<file path="src/blr_pkg.sv">
// Shared types and constants for the line rasterizer.
package blr_pkg;

   localparam int DIM_BITS   = 13;
   localparam int COLOR_BITS = 32;
   localparam int CSR_ADDR_BITS = 1;

   // command codes
   localparam logic CMD_LOAD = 1'b0;
   localparam logic CMD_STEP = 1'b1;

   // register indexes
   localparam logic [CSR_ADDR_BITS-1:0] CSR_SCREEN_WIDTH  = 1'b0;
   localparam logic [CSR_ADDR_BITS-1:0] CSR_SCREEN_HEIGHT = 1'b1;

   localparam logic [DIM_BITS-1:0] SCREEN_WIDTH_RST  = 13'd640;
   localparam logic [DIM_BITS-1:0] SCREEN_HEIGHT_RST = 13'd480;

   typedef struct packed {
      logic y_is_major;
      logic minor_up;
      logic busy;
   } blr_ctrl_type;

endpackage

</file>
<file path="src/blr_if.sv">
// Channel interfaces: line command, pixel word and register write.
interface blr_req_if #(parameter int COORD_BITS = 16);
   logic                              valid;
   logic                              ready;
   logic                              cmd;
   logic signed [COORD_BITS-1:0]      x_start;
   logic signed [COORD_BITS-1:0]      y_start;
   logic signed [COORD_BITS-1:0]      x_end;
   logic signed [COORD_BITS-1:0]      y_end;
   logic [blr_pkg::COLOR_BITS-1:0]    color_in;

   modport source (output valid, cmd, x_start, y_start, x_end, y_end, color_in,
                   input ready);
   modport sink   (input valid, cmd, x_start, y_start, x_end, y_end, color_in,
                   output ready);
endinterface

interface blr_rsp_if #(parameter int COORD_BITS = 16);
   logic                              valid;
   logic                              ready;
   logic signed [COORD_BITS-1:0]      pix_x;
   logic signed [COORD_BITS-1:0]      pix_y;
   logic [blr_pkg::COLOR_BITS-1:0]    pix_color;
   logic                              inside_res;
   logic                              last;

   modport source (output valid, pix_x, pix_y, pix_color, inside_res, last,
                   input ready);
   modport sink   (input valid, pix_x, pix_y, pix_color, inside_res, last,
                   output ready);
endinterface

interface blr_csr_if;
   logic                                valid;
   logic                                ready;
   logic [blr_pkg::CSR_ADDR_BITS-1:0]   addr;
   logic [blr_pkg::DIM_BITS-1:0]        wdata;

   modport source (output valid, addr, wdata, input ready);
   modport sink   (input valid, addr, wdata, output ready);
endinterface

</file>
<file path="src/bresenham_line_rasterizer.sv">
// Top level of the line rasterizer: line state, pixel output register, registers.
//
//  channel  | dir | word                                          | taken when
//  ---------+-----+-----------------------------------------------+-------------------
//  req_ch   | in  | cmd, x_start, y_start, x_end, y_end, color_in | valid & ready
//  rsp_ch   | out | pix_x, pix_y, pix_color, inside_res, last     | valid & ready
//  csr_ch   | in  | addr, wdata (screen width / height)           | valid (ready = 1)
//
// One command word a cycle while the output is not stalled: the line state and the pixel
// register are both loaded at the edge that takes the word, so a step may follow a load in
// the next cycle. A pixel word shows in the cycle after its command is taken. The single pixel
// register sets the rate: a new command is taken when it is empty or being drained this cycle.
// A step with no line active is taken and gives no pixel word.
// Synchronous active-high reset clears line state, empties the pixel register and
// restores width 640 and height 480.
module bresenham_line_rasterizer #(
   parameter int COORD_BITS = 16
) (
   input  logic                          clock,
   input  logic                          reset,
   blr_req_if.sink                       req_ch,
   blr_rsp_if.source                     rsp_ch,
   blr_csr_if.sink                       csr_ch
);

   localparam int CB   = COORD_BITS;
   localparam int ERRW = CB + 3;

   // configuration
   logic [blr_pkg::DIM_BITS-1:0]   width_ff, height_ff;

   // line state
   logic [CB-1:0]                  cur_x_ff, cur_y_ff, major_end_ff;
   logic [ERRW-1:0]                err_ff;
   logic [CB:0]                    abs_dx_ff, abs_dy_ff;
   logic [blr_pkg::COLOR_BITS-1:0] color_ff;
   blr_pkg::blr_ctrl_type          ctrl_ff;

   // next state from the walker
   logic [CB-1:0]                  cur_x_in, cur_y_in, major_end_in;
   logic [ERRW-1:0]                err_in;
   logic [CB:0]                    abs_dx_in, abs_dy_in;
   blr_pkg::blr_ctrl_type          ctrl_in;
   logic                           update, inside_in;
   logic [blr_pkg::COLOR_BITS-1:0] color_in;

   // pixel output register
   logic                           rsp_valid_ff;
   logic [CB-1:0]                  pix_x_ff, pix_y_ff;
   logic [blr_pkg::COLOR_BITS-1:0] pix_color_ff;
   logic                           inside_ff, last_ff;

   logic                           req_take;

   assign csr_ch.ready = 1'b1;
   assign req_ch.ready = !rsp_valid_ff || rsp_ch.ready;
   assign req_take     = req_ch.valid && req_ch.ready;

   assign color_in = (req_ch.cmd == blr_pkg::CMD_LOAD) ? req_ch.color_in : color_ff;

   blr_core #(.COORD_BITS(CB)) u_core (
      .cmd           (req_ch.cmd),
      .x_start       (req_ch.x_start),
      .y_start       (req_ch.y_start),
      .x_end         (req_ch.x_end),
      .y_end         (req_ch.y_end),
      .screen_width  (width_ff),
      .screen_height (height_ff),
      .cur_x         (cur_x_ff),
      .cur_y         (cur_y_ff),
      .major_end     (major_end_ff),
      .err_term      (err_ff),
      .abs_dx        (abs_dx_ff),
      .abs_dy        (abs_dy_ff),
      .ctrl          (ctrl_ff),
      .nxt_x         (cur_x_in),
      .nxt_y         (cur_y_in),
      .nxt_major_end (major_end_in),
      .nxt_err       (err_in),
      .nxt_abs_dx    (abs_dx_in),
      .nxt_abs_dy    (abs_dy_in),
      .nxt_ctrl      (ctrl_in),
      .update        (update),
      .nxt_inside    (inside_in)
   );

   // screen registers; an unknown address is dropped
   always_ff @(posedge clock) begin
      if (reset) begin
         width_ff  <= blr_pkg::SCREEN_WIDTH_RST;
         height_ff <= blr_pkg::SCREEN_HEIGHT_RST;
      end else if (csr_ch.valid) begin
         unique case (csr_ch.addr)
            blr_pkg::CSR_SCREEN_WIDTH:  width_ff  <= csr_ch.wdata;
            blr_pkg::CSR_SCREEN_HEIGHT: height_ff <= csr_ch.wdata;
            default: ;
         endcase
      end
   end

   // line state moves only on a load or on a step of an active line
   always_ff @(posedge clock) begin
      if (reset) begin
         cur_x_ff     <= '0;
         cur_y_ff     <= '0;
         major_end_ff <= '0;
         err_ff       <= '0;
         abs_dx_ff    <= '0;
         abs_dy_ff    <= '0;
         color_ff     <= '0;
         ctrl_ff      <= '0;
      end else if (req_take && update) begin
         cur_x_ff     <= cur_x_in;
         cur_y_ff     <= cur_y_in;
         major_end_ff <= major_end_in;
         err_ff       <= err_in;
         abs_dx_ff    <= abs_dx_in;
         abs_dy_ff    <= abs_dy_in;
         color_ff     <= color_in;
         ctrl_ff      <= ctrl_in;
      end
   end

   always_ff @(posedge clock) begin
      if (reset) begin
         rsp_valid_ff <= 1'b0;
      end else if (req_take) begin
         rsp_valid_ff <= update;
      end else if (rsp_ch.ready) begin
         rsp_valid_ff <= 1'b0;
      end
   end

   always_ff @(posedge clock) begin
      if (req_take && update) begin
         pix_x_ff     <= cur_x_in;
         pix_y_ff     <= cur_y_in;
         pix_color_ff <= color_in;
         inside_ff    <= inside_in;
         last_ff      <= !ctrl_in.busy;
      end
   end

   assign rsp_ch.valid      = rsp_valid_ff;
   assign rsp_ch.pix_x      = pix_x_ff;
   assign rsp_ch.pix_y      = pix_y_ff;
   assign rsp_ch.pix_color  = pix_color_ff;
   assign rsp_ch.inside_res = inside_ff;
   assign rsp_ch.last       = last_ff;

endmodule

</file>
<file path="src/blr_core.sv">
// Next-state logic for one load or step of the line walker.
module blr_core #(
   parameter int COORD_BITS = 16
) (
   input  logic                          cmd,
   input  logic [COORD_BITS-1:0]         x_start,
   input  logic [COORD_BITS-1:0]         y_start,
   input  logic [COORD_BITS-1:0]         x_end,
   input  logic [COORD_BITS-1:0]         y_end,
   input  logic [blr_pkg::DIM_BITS-1:0]  screen_width,
   input  logic [blr_pkg::DIM_BITS-1:0]  screen_height,
   input  logic [COORD_BITS-1:0]         cur_x,
   input  logic [COORD_BITS-1:0]         cur_y,
   input  logic [COORD_BITS-1:0]         major_end,
   input  logic [COORD_BITS+2:0]         err_term,
   input  logic [COORD_BITS:0]           abs_dx,
   input  logic [COORD_BITS:0]           abs_dy,
   input  blr_pkg::blr_ctrl_type         ctrl,
   output logic [COORD_BITS-1:0]         nxt_x,
   output logic [COORD_BITS-1:0]         nxt_y,
   output logic [COORD_BITS-1:0]         nxt_major_end,
   output logic [COORD_BITS+2:0]         nxt_err,
   output logic [COORD_BITS:0]           nxt_abs_dx,
   output logic [COORD_BITS:0]           nxt_abs_dy,
   output blr_pkg::blr_ctrl_type         nxt_ctrl,
   output logic                          update,
   output logic                          nxt_inside
);

   localparam int CB   = COORD_BITS;
   localparam int DB   = blr_pkg::DIM_BITS;
   localparam int CW   = ((CB > DB) ? CB : DB) + 1;
   localparam int ERRW = CB + 3;

   logic signed [CW-1:0] wid_s, hgt_s;
   logic [CB-1:0]        x1, y1, x2, y2;
   logic [CB:0]          dx, dy, ld_adx, ld_ady;
   logic                 ld_ymaj, ld_up, ld_busy, ld_swap;
   logic [ERRW-1:0]      ld_err;

   logic [ERRW-1:0]      tw_min, tw_maj, st_err;
   logic                 stay;
   logic [CB-1:0]        minor_step, st_x, st_y, st_major;
   logic                 st_busy;

   assign wid_s = signed'({{(CW-DB){1'b0}}, screen_width});
   assign hgt_s = signed'({{(CW-DB){1'b0}}, screen_height});

   // endpoints sitting on the far screen edge are pulled in by one
   assign x1 = (signed'({{(CW-CB){x_start[CB-1]}}, x_start}) == wid_s) ?
               x_start - CB'(1) : x_start;
   assign x2 = (signed'({{(CW-CB){x_end[CB-1]}}, x_end}) == wid_s) ?
               x_end - CB'(1) : x_end;
   assign y1 = (signed'({{(CW-CB){y_start[CB-1]}}, y_start}) == hgt_s) ?
               y_start - CB'(1) : y_start;
   assign y2 = (signed'({{(CW-CB){y_end[CB-1]}}, y_end}) == hgt_s) ?
               y_end - CB'(1) : y_end;

   assign dx = {x2[CB-1], x2} - {x1[CB-1], x1};
   assign dy = {y2[CB-1], y2} - {y1[CB-1], y1};
   assign ld_adx = dx[CB] ? (CB+1)'(0) - dx : dx;
   assign ld_ady = dy[CB] ? (CB+1)'(0) - dy : dy;
   assign ld_up  = (dx[CB] && dy[CB]) ||
                   (!dx[CB] && (dx != '0) && !dy[CB] && (dy != '0));
   assign ld_ymaj = ld_ady > ld_adx;
   assign ld_err  = ld_ymaj ? ({1'b0, ld_adx, 1'b0} - {2'b00, ld_ady})
                            : ({1'b0, ld_ady, 1'b0} - {2'b00, ld_adx});
   // start from the lower major end; a walk is left only if that end differs
   assign ld_swap = ld_ymaj ? dy[CB] : dx[CB];
   assign ld_busy = ld_ymaj ? (ld_ady != '0) : (ld_adx != '0);

   // one step along the major axis
   assign tw_min = ctrl.y_is_major ? {1'b0, abs_dx, 1'b0} : {1'b0, abs_dy, 1'b0};
   assign tw_maj = ctrl.y_is_major ? {1'b0, abs_dy, 1'b0} : {1'b0, abs_dx, 1'b0};
   assign stay   = ctrl.y_is_major ? (err_term[ERRW-1] || (err_term == '0))
                                   : err_term[ERRW-1];
   assign st_err = err_term + (stay ? tw_min : tw_min - tw_maj);
   assign minor_step = ctrl.minor_up ? CB'(1) : {CB{1'b1}};

   always_comb begin
      if (ctrl.y_is_major) begin
         st_y = cur_y + CB'(1);
         st_x = stay ? cur_x : cur_x + minor_step;
         st_major = st_y;
      end else begin
         st_x = cur_x + CB'(1);
         st_y = stay ? cur_y : cur_y + minor_step;
         st_major = st_x;
      end
   end

   assign st_busy = signed'(st_major) < signed'(major_end);

   always_comb begin
      if (cmd == blr_pkg::CMD_LOAD) begin
         update        = 1'b1;
         nxt_x         = ld_swap ? x2 : x1;
         nxt_y         = ld_swap ? y2 : y1;
         nxt_major_end = ld_ymaj ? (ld_swap ? y1 : y2) : (ld_swap ? x1 : x2);
         nxt_err       = ld_err;
         nxt_abs_dx    = ld_adx;
         nxt_abs_dy    = ld_ady;
         nxt_ctrl.y_is_major = ld_ymaj;
         nxt_ctrl.minor_up   = ld_up;
         nxt_ctrl.busy       = ld_busy;
      end else begin
         update        = ctrl.busy;
         nxt_x         = st_x;
         nxt_y         = st_y;
         nxt_major_end = major_end;
         nxt_err       = st_err;
         nxt_abs_dx    = abs_dx;
         nxt_abs_dy    = abs_dy;
         nxt_ctrl.y_is_major = ctrl.y_is_major;
         nxt_ctrl.minor_up   = ctrl.minor_up;
         nxt_ctrl.busy       = st_busy;
      end
   end

   // clip test on the pixel about to be shown
   assign nxt_inside = !nxt_x[CB-1] && !nxt_y[CB-1] &&
                       (signed'({{(CW-CB){1'b0}}, nxt_x}) < wid_s) &&
                       (signed'({{(CW-CB){1'b0}}, nxt_y}) < hgt_s);

endmodule

</file>
<file path="src/flat_wrapper.sv">
// flat-port wrapper written by rule: the top's interface ports become plain ports
module bresenham_line_rasterizer_flat 
#(
   parameter int COORD_BITS = 16
)
  (clock, reset, req_ch_valid, req_ch_cmd, req_ch_x_start, req_ch_y_start, req_ch_x_end, req_ch_y_end, req_ch_color_in, req_ch_ready, rsp_ch_valid, rsp_ch_pix_x, rsp_ch_pix_y, rsp_ch_pix_color, rsp_ch_inside_res, rsp_ch_last, rsp_ch_ready, csr_ch_valid, csr_ch_addr, csr_ch_wdata, csr_ch_ready);
  blr_req_if #(.COORD_BITS(COORD_BITS)) req_ch_i ();
  blr_rsp_if #(.COORD_BITS(COORD_BITS)) rsp_ch_i ();
  blr_csr_if csr_ch_i ();
  input  logic clock;
  input  logic reset;
  input wire logic [$bits(req_ch_i.valid)-1:0] req_ch_valid;
  input wire logic [$bits(req_ch_i.cmd)-1:0] req_ch_cmd;
  input wire logic [$bits(req_ch_i.x_start)-1:0] req_ch_x_start;
  input wire logic [$bits(req_ch_i.y_start)-1:0] req_ch_y_start;
  input wire logic [$bits(req_ch_i.x_end)-1:0] req_ch_x_end;
  input wire logic [$bits(req_ch_i.y_end)-1:0] req_ch_y_end;
  input wire logic [$bits(req_ch_i.color_in)-1:0] req_ch_color_in;
  output wire logic [$bits(req_ch_i.ready)-1:0] req_ch_ready;
  output wire logic [$bits(rsp_ch_i.valid)-1:0] rsp_ch_valid;
  output wire logic [$bits(rsp_ch_i.pix_x)-1:0] rsp_ch_pix_x;
  output wire logic [$bits(rsp_ch_i.pix_y)-1:0] rsp_ch_pix_y;
  output wire logic [$bits(rsp_ch_i.pix_color)-1:0] rsp_ch_pix_color;
  output wire logic [$bits(rsp_ch_i.inside_res)-1:0] rsp_ch_inside_res;
  output wire logic [$bits(rsp_ch_i.last)-1:0] rsp_ch_last;
  input wire logic [$bits(rsp_ch_i.ready)-1:0] rsp_ch_ready;
  input wire logic [$bits(csr_ch_i.valid)-1:0] csr_ch_valid;
  input wire logic [$bits(csr_ch_i.addr)-1:0] csr_ch_addr;
  input wire logic [$bits(csr_ch_i.wdata)-1:0] csr_ch_wdata;
  output wire logic [$bits(csr_ch_i.ready)-1:0] csr_ch_ready;
  assign req_ch_i.valid = req_ch_valid;
  assign req_ch_i.cmd = req_ch_cmd;
  assign req_ch_i.x_start = req_ch_x_start;
  assign req_ch_i.y_start = req_ch_y_start;
  assign req_ch_i.x_end = req_ch_x_end;
  assign req_ch_i.y_end = req_ch_y_end;
  assign req_ch_i.color_in = req_ch_color_in;
  assign req_ch_ready = req_ch_i.ready;
  assign rsp_ch_valid = rsp_ch_i.valid;
  assign rsp_ch_pix_x = rsp_ch_i.pix_x;
  assign rsp_ch_pix_y = rsp_ch_i.pix_y;
  assign rsp_ch_pix_color = rsp_ch_i.pix_color;
  assign rsp_ch_inside_res = rsp_ch_i.inside_res;
  assign rsp_ch_last = rsp_ch_i.last;
  assign rsp_ch_i.ready = rsp_ch_ready;
  assign csr_ch_i.valid = csr_ch_valid;
  assign csr_ch_i.addr = csr_ch_addr;
  assign csr_ch_i.wdata = csr_ch_wdata;
  assign csr_ch_ready = csr_ch_i.ready;
  bresenham_line_rasterizer #(.COORD_BITS(COORD_BITS)) u_core (.clock(clock), .reset(reset), .req_ch(req_ch_i), .rsp_ch(rsp_ch_i), .csr_ch(csr_ch_i));
endmodule
</file>
<file path="config.mk">
export PLATFORM = sky130hd
export DESIGN_NAME = bresenham_line_rasterizer_flat
export DESIGN_NICKNAME = d
export VERILOG_FILES = /design/src/blr_pkg.sv /design/src/blr_if.sv /design/src/bresenham_line_rasterizer.sv /design/src/blr_core.sv /design/src/flat_wrapper.sv
export SDC_FILE = /design/constraint.sdc
export NUM_CORES = 1
export LEC_CHECK = 0
export BUFFER_PORTS_ARGS = -buffer_cell sky130_fd_sc_hd__buf_4
export CAP_MARGIN = 15
export CORE_MARGIN = 2
export CORE_UTILIZATION = 60
export CTS_BUF_LIST = sky130_fd_sc_hd__clkbuf_16
export CTS_CLUSTER_SIZE = 16
export DETAILED_ROUTE_END_ITERATION = 12
export PLACE_DENSITY = 0.8
export SLEW_MARGIN = 20
export SYNTH_ARGS = -nofsm -noshare
export SYNTH_HDL_FRONTEND = slang
export SYNTH_SLANG_ARGS = --single-unit
</file>
<file path="constraint.sdc">
create_clock -name clock -period 27.2 [get_ports clock]
set_input_delay 4.08 -clock clock [delete_from_list [all_inputs] [get_ports clock]]
set_output_delay 4.08 -clock clock [all_outputs]
set_load 0.01 [all_outputs]
</file>
=== Word-level counts from Yosys, hierarchy flattened ===
Index checks and enable logic that the tools add are counted.

* Logic and storage cells: 103
* Output and inout bits: 69
* Input bits: 116
* Register bits after elaboration: 229

* Add/sub/neg operators: 16
* Multiplexer cells: 32
* Equal/unequal tests: 4
* Reduce and logical (&&, ||, !) cells: 27
* $lt $le $gt $ge: 4
* Bitwise gates (word level): 2

{| class="wikitable"
|+ Operators with widths
! operator !! number
|-
| $mux 16 || 17
|-
| $reduce_bool 17->1 || 4
|-
| $eq 16x14->1 || 4
|-
| $sub 16x1->16 const B || 4
|-
| $mux 19 || 3
|-
| $sub 18x17->19 || 2
|-
| $mux 18 || 2
|-
| $mux 17 || 2
|-
| $sub 1x17->17 const A || 2
|-
| $sub 16x16->17 || 2
|-
| $add 16x1->16 const B || 2
|-
| $add 16x16->16 || 2
|-
| $lt 16x13->1 || 2
|-
| $mux 32 || 1
|-
| $add 19x19->19 || 1
|-
| $logic_not 19->1 || 1
|-
| $sub 18x18->19 || 1
|-
| $gt 17x17->1 || 1
|-
| $lt 16x16->1 || 1
|-
| $logic_and 1x1->1 || 9
|-
| $mux 1 || 7
|-
| $logic_not 1->1 || 6
|-
| $reduce_and 2->1 || 3
|-
| $logic_or 1x1->1 || 3
|-
| other kinds (2) || 3
|}

=== Logic depth before layout (Yosys ltp) ===
* Depth in word-level cells: 13
* Mapped depth: 52
* Gate-level depth less buffers: 47

=== Cells and area by module ===
Synthesis repeated with hierarchy kept, for this count alone.

* Cell total of the unflattened synthesis: 2,981
* Area total of the unflattened synthesis: 23,460.0 µm²

{| class="wikitable"
|+ By module, submodules not included
! module !! area an instance (µm²) !! seq. area each (µm²) !! instances !! cells each
|-
| blr_core || 14,209.9 || 0.0 || 1 || 2,135
|-
| bresenham_line_rasterizer || 9,250.1 || 5,245.0 || 1 || 846
|}

=== Worst setup path before layout ===
No wires, ideal clock.

* Kind: input port to flip-flop
* Start: input port req_ch_y_start[13]
* End: register u_core.inside_ff (netlist: u_core.rsp_ch.inside_res), data pin
* Library setup time: 0.134 ns
* Cell stages on the path: 47
* Setup slack: 14.196 ns
* Buffers on the path: 4
* Required time: 27.066 ns
* Data arrival time: 12.870 ns
* Cell sequence: nor3_1 -> nand2_1 -> or4_1 -> buf_2 -> mux2_2 -> xnor2_1 -> ha_1 -> o21ba_2 -> o211ai_1 -> a211oi_1 -> o211ai_1 -> a221o_1 -> a21oi_2 -> clkbuf_1 -> nor2_1 -> a21oi_1 -> inv_1 -> ha_1 -> [... 11 more ...] -> o21ai_0 -> a311oi_1 -> o221ai_1 -> a2bb2oi_4 -> nand2_4 -> mux2i_2 -> buf_6 -> buf_6 -> mux2_4 -> a21oi_2 -> ha_1 -> a21o_1 -> a21o_1 -> a21oi_1 -> o211a_1 -> nand3_1 -> o2111ai_1 -> and4b_1

* Elaborated cells on any way between the ends: 19
* Classes of those cells: 3 x add/sub; 3 x order compare; 1 x eq/ne; 7 x mux; 5 x reduce/logical

{| class="wikitable"
|+ RTL lines
! item !! line !! text
|-
| from (decl) || flat_wrapper.sv:15 || <nowiki>input wire logic [$bits(req_ch_i.y_start)-1:0] req_ch_y_start;</nowiki>
|-
| $eq 16x14->1 || blr_core.sv:54 || <nowiki>assign y1 = (signed'({{(CW-CB){y_start[CB-1]}}, y_start}) == hgt_s) ?</nowiki>
|-
| $mux 16 (*) || blr_core.sv:54 ||
|-
| $sub 16x16->17 (*) || blr_core.sv:60 || <nowiki>assign dy = {y2[CB-1], y2} - {y1[CB-1], y1};</nowiki>
|-
| $sub 1x17->17 || blr_core.sv:62 || <nowiki>assign ld_ady = dy[CB] ? (CB+1)'(0) - dy : dy;</nowiki>
|-
| $mux 17 (*) || blr_core.sv:62 ||
|-
| named net u_core.u_core.ld_ady[1] || blr_core.sv:37 || <nowiki>logic [CB:0] dx, dy, ld_adx, ld_ady;</nowiki>
|-
| $gt 17x17->1 (*) || blr_core.sv:65 || <nowiki>assign ld_ymaj = ld_ady > ld_adx;</nowiki>
|-
| $mux 1 (*) || blr_core.sv:69 || <nowiki>assign ld_swap = ld_ymaj ? dy[CB] : dx[CB];</nowiki>
|-
| $mux 16 (*) || blr_core.sv:97 || <nowiki>nxt_x = ld_swap ? x2 : x1;</nowiki>
|-
| $mux 16 (*) || blr_core.sv:95 || <nowiki>if (cmd == blr_pkg::CMD_LOAD) begin</nowiki>
|-
| named net u_core.cur_x_in[6] || bresenham_line_rasterizer.sv:40 || <nowiki>logic [CB-1:0] cur_x_in, cur_y_in, major_end_in;</nowiki>
|-
| $lt 16x13->1 (*) || blr_core.sv:122 || <nowiki>(signed'({{(CW-CB){1'b0}}, nxt_x}) < wid_s) &&</nowiki>
|-
| $logic_and 1x1->1 (*) || blr_core.sv:121 || <nowiki>assign nxt_inside = !nxt_x[CB-1] && !nxt_y[CB-1] &&</nowiki>
|-
| $logic_and 1x1->1 (*) || blr_core.sv:122 ||
|-
| named net u_core.inside_in || bresenham_line_rasterizer.sv:44 || <nowiki>logic update, inside_in;</nowiki>
|-
| to (signal assigned) || bresenham_line_rasterizer.sv:139 || <nowiki>inside_ff <= inside_in;</nowiki>
|-
| to (decl) || bresenham_line_rasterizer.sv:51 || <nowiki>logic inside_ff, last_ff;</nowiki>
|}

Mark *: on every way through the listed nets, which the timed path passes. The rest lies on a longest branch.
A chain may end at the register's enable or synchronous reset.

=== Final worst setup path ===
* Start: input port req_ch_x_start[15]
* End: register u_core.inside_ff (netlist: u_core.rsp_ch.inside_res), data pin

* Elaborated cells on any way between the ends: 19
* Classes of those cells: 3 x add/sub; 3 x order compare; 1 x eq/ne; 7 x mux; 5 x reduce/logical

{| class="wikitable"
|+ RTL lines
! item !! line !! text
|-
| from (decl) || flat_wrapper.sv:14 || <nowiki>input wire logic [$bits(req_ch_i.x_start)-1:0] req_ch_x_start;</nowiki>
|-
| $sub 16x1->16 or $eq 16x14->1 (tied branches) || blr_core.sv:51, blr_core.sv:50 ||
|-
| $mux 16 (*) || blr_core.sv:50 || <nowiki>assign x1 = (signed'({{(CW-CB){x_start[CB-1]}}, x_start}) == wid_s) ?</nowiki>
|-
| $sub 16x16->17 || blr_core.sv:59 || <nowiki>assign dx = {x2[CB-1], x2} - {x1[CB-1], x1};</nowiki>
|-
| $sub 1x17->17 || blr_core.sv:61 || <nowiki>assign ld_adx = dx[CB] ? (CB+1)'(0) - dx : dx;</nowiki>
|-
| $mux 17 || blr_core.sv:61 ||
|-
| $gt 17x17->1 || blr_core.sv:65 ||
|-
| $mux 1 || blr_core.sv:69 ||
|-
| $mux 16 (*) || blr_core.sv:97 ||
|-
| $mux 16 (*) || blr_core.sv:95 ||
|-
| named net u_core.cur_x_in[3] || bresenham_line_rasterizer.sv:40 ||
|-
| $lt 16x13->1 (*) || blr_core.sv:122 ||
|-
| $logic_and 1x1->1 (*) || blr_core.sv:121 ||
|-
| $logic_and 1x1->1 (*) || blr_core.sv:122 ||
|-
| named net u_core.inside_in || bresenham_line_rasterizer.sv:44 ||
|}

Marks and branches as above.

==> metrics.txt <==
FILL cells 2911; flop2flop setup slack 15310 ps; sw power 854 µW; Comb pwr share 57.7%; Min-Delay Path Class register to register; Max-Cap Viols 0; fraction of layout cells with a size suffix above 1 14.7%; post-route minimum period 15110 ps; clock sink total 229; EDFF count, synth 66; boundary pin count 185; GP Congestion 1.05; Area growth, synth to finish 11.5%; Worst Path Max Fanout 63; Clk pwr share 19.8%; critical path required time 27640 ps; PD cells 77.0 nW/µm²; Pwr Total 1890 µW; relative slew slack 22.9%; n_diodes 0; R2R Path End u_core.rsp_ch.inside_res; final WL 78.2 mm; hold depth 2; RR Startpoint u_core.width_ff[8]; hold endpoint u_core.color_ff[1]; Routed WL per cell 23.2 µm; Tcrit/Tclk final 55.6%; top cells by count, synth 286 x nor2_1, 274 x nand2_1, 247 x a21oi_1, 190 x xnor2_1, 178 x inv_1; syn avg cell area 7.92 µm²; Yosys top cell by area dfxtp_1; Hold Path Origin u_core.color_ff[1]; total CTS buffers 27; largest net degree at the start of global routing 103; slowest stage delay, CP 800 ps; Post-Syn Nets 3062; Yosys top cell area share 14.8%; Hold Violations, Final 0; synthesized area 22000 µm²; maximum buffer depth of the clock tree 3; Rows 70; Final ANT Viol Nets 0; Final Max Slew Viols 0; Worst Tran Pin Value 1150 ps; maximum VDD drop 0.0000630 V; largest cells by area after synthesis dfxtp_1 15%, ha_1 9.1%, edfxtp_1 9.0%; # resized after CTS 0; initial drt markers 2243; clock skew 21.8 ps; final core utilization 67.5%; CP bufs+invs 3; CTS Root Cell clkbuf_16; Leakage 0.00967 µW; Clock transition at path regs 60 ps; DP HPWL 60.3 mm; CTS tree done; global-route wire length before repair 119 mm; switching share of total power 45.2%; maximum clock frequency 66.2 MHz; total global-route track usage 39.7%; vias in the first global route 20833; Final #Nets 3169; hold_buf cts 0; die height 196 µm; port bufs 183; Seq/Total Area, Yosys 23.8%; yosys warns 0; setup TNS 0 ps; Synth Flop Type dfxtp_1; clk_lat worst skew 590 ps; sequential share of power 22.5%; ys async rst share 0%; family with the most delay on the worst path compound AO/OA/AOI/OAI gates; DR vias/cell 6.53; CP max-delay cell a211o_1; # setup viols final 0; Worst Setup End Kind register; Initial Utilization 60.6%; Crit Path Category input port to register; Die ar. 38200 µm²; grt ovf 0; RSZ-0062 raised after global routing no; critical path startpoint category input port; Detailed Routing Iterations Pass 1 6; most common cell in the synthesized netlist nor2_1; internal power 1040 µW; Syn Inst Count 2780; DRC Markers 0; Yosys reg bits 229; post-synthesis cell type count 114; outcome finished clean; post-CTS setup buffer count 0; hold_ws 454 ps; initial antenna violation count 0; Worst EP arrival 15550 ps; Vias 22034; R2R depth 43; CTS H-tree depth 1; CORE AREA 36300 µm²; cell mode on critical path a21oi_1; Die X 196 µm
-- worst reg2reg max path: cells and delay by family (launching register included) --
family / cells / cell delay (ps)
buf+inv: 2 / 660
simple gates: 12 / 2670
mux: 2 / 720
compound gates: 22 / 5540
flops: 1 / 530
fa+ha+maj: 3 / 1050
xor+xnor: 2 / 610
-- flip-flops by register name, summed over array words and instances (netlist names), 13 cells and up --
signal / count
u_core.abs_dx_ff: 17
u_core.rsp_ch.pix_color: 32
u_core.rsp_ch.pix_y: 16
u_core.abs_dy_ff: 17
u_core.err_ff: 19
u_core.width_ff: 13
u_core.cur_x_ff: 16
u_core.rsp_ch.pix_x: 16
u_core.cur_y_ff: 16
u_core.height_ff: 13
u_core.color_ff: 32
u_core.major_end_ff: 16
-- worst max path at each step --
stage                       startpoint                        to  slack (ps)  cells past startpoint
finish              req_ch_x_start[15]  u_core.rsp_ch.inside_res       12090                     44
global route        req_ch_x_start[15]  u_core.rsp_ch.inside_res       11300                     44
CTS                 req_ch_x_start[15]  u_core.rsp_ch.inside_res       12290                     45
detailed placement  req_ch_x_start[15]  u_core.rsp_ch.inside_res       11770                     45
global placement    req_ch_x_start[15]  u_core.rsp_ch.inside_res       11890                     44
floorplan           req_ch_y_start[13]  u_core.rsp_ch.inside_res       14200                     47
-- per-layer routing --
layer  vias to the layer above  part of all wire [%]  track usage, %
met5                         -                     0               0
met4                         0                   4.5            16.0
met3                       228                   9.9            6.60
met2                      1173                    44            64.0
met1                     10436                    41            53.1
li1                      10197                     -               -
-- final cells by class --
| type | instances | area [µm²] | share of cell area [%] |
|---|---|---|---|
| inverter | 183 | 692 | 2.82 |
| sequential | 229 | 5250 | 21.4 |
| tap | 468 | 586 | 2.39 |
| multi-input combinational | 2244 | 15600 | 63.6 |
| clock buffer | 27 | 676 | 2.75 |
| timing repair buffer | 202 | 1520 | 6.19 |
| clock inverter | 23 | 225 | 0.917 |
-- layout by cell type (no fill, tap or decap), types with 66 or more instances in the layout --
cell,netlist,final
xnor2_1,190,190
a21oi_1,247,246
inv_1,178,180
ha_1,160,160
dfxtp_1,163,162
edfxtp_1,66,66
nor2_1,286,285
buf_4,2,201
nand2_1,274,274
o21ai_0,108,108
-- kinds of logic after synthesis --
logic type / Yosys count / share of synthesized area, %
flops: 229 / 23.8
mux: 118 / 6.12
xor+xnor: 253 / 10.5
other cells: 1 / 0.0170
fa+ha+maj: 182 / 10.4
simple gates: 962 / 21.6
compound gates: 728 / 22.0
buf+inv: 307 / 5.50
-- power groups by stage --
| stage | logic, µW | registers, µW | clock network [µW] |
|---|---|---|---|
| 2_1_floorplan | 789 | 420 | 0 |
| 5_1_grt | 1180 | 427 | 389 |
| 3_3_place_gp | 1020 | 428 | 0 |
| 6_report | 1090 | 425 | 375 |
| 4_1_cts | 1060 | 423 | 376 |
| 3_5_place_dp | 1050 | 430 | 0 |
-- stage by stage --
stage	worst slack (ps)	instances	cell area (µm²)
after floorplan	14200	2780	22000
after global placement	11890	3326	23600
after detailed placement	11770	3326	23600
after CTS	12290	3376	24500
after global routing	11300	3376	24500
final	12090	3376	24500
Power figures use the tool's default switching activity.
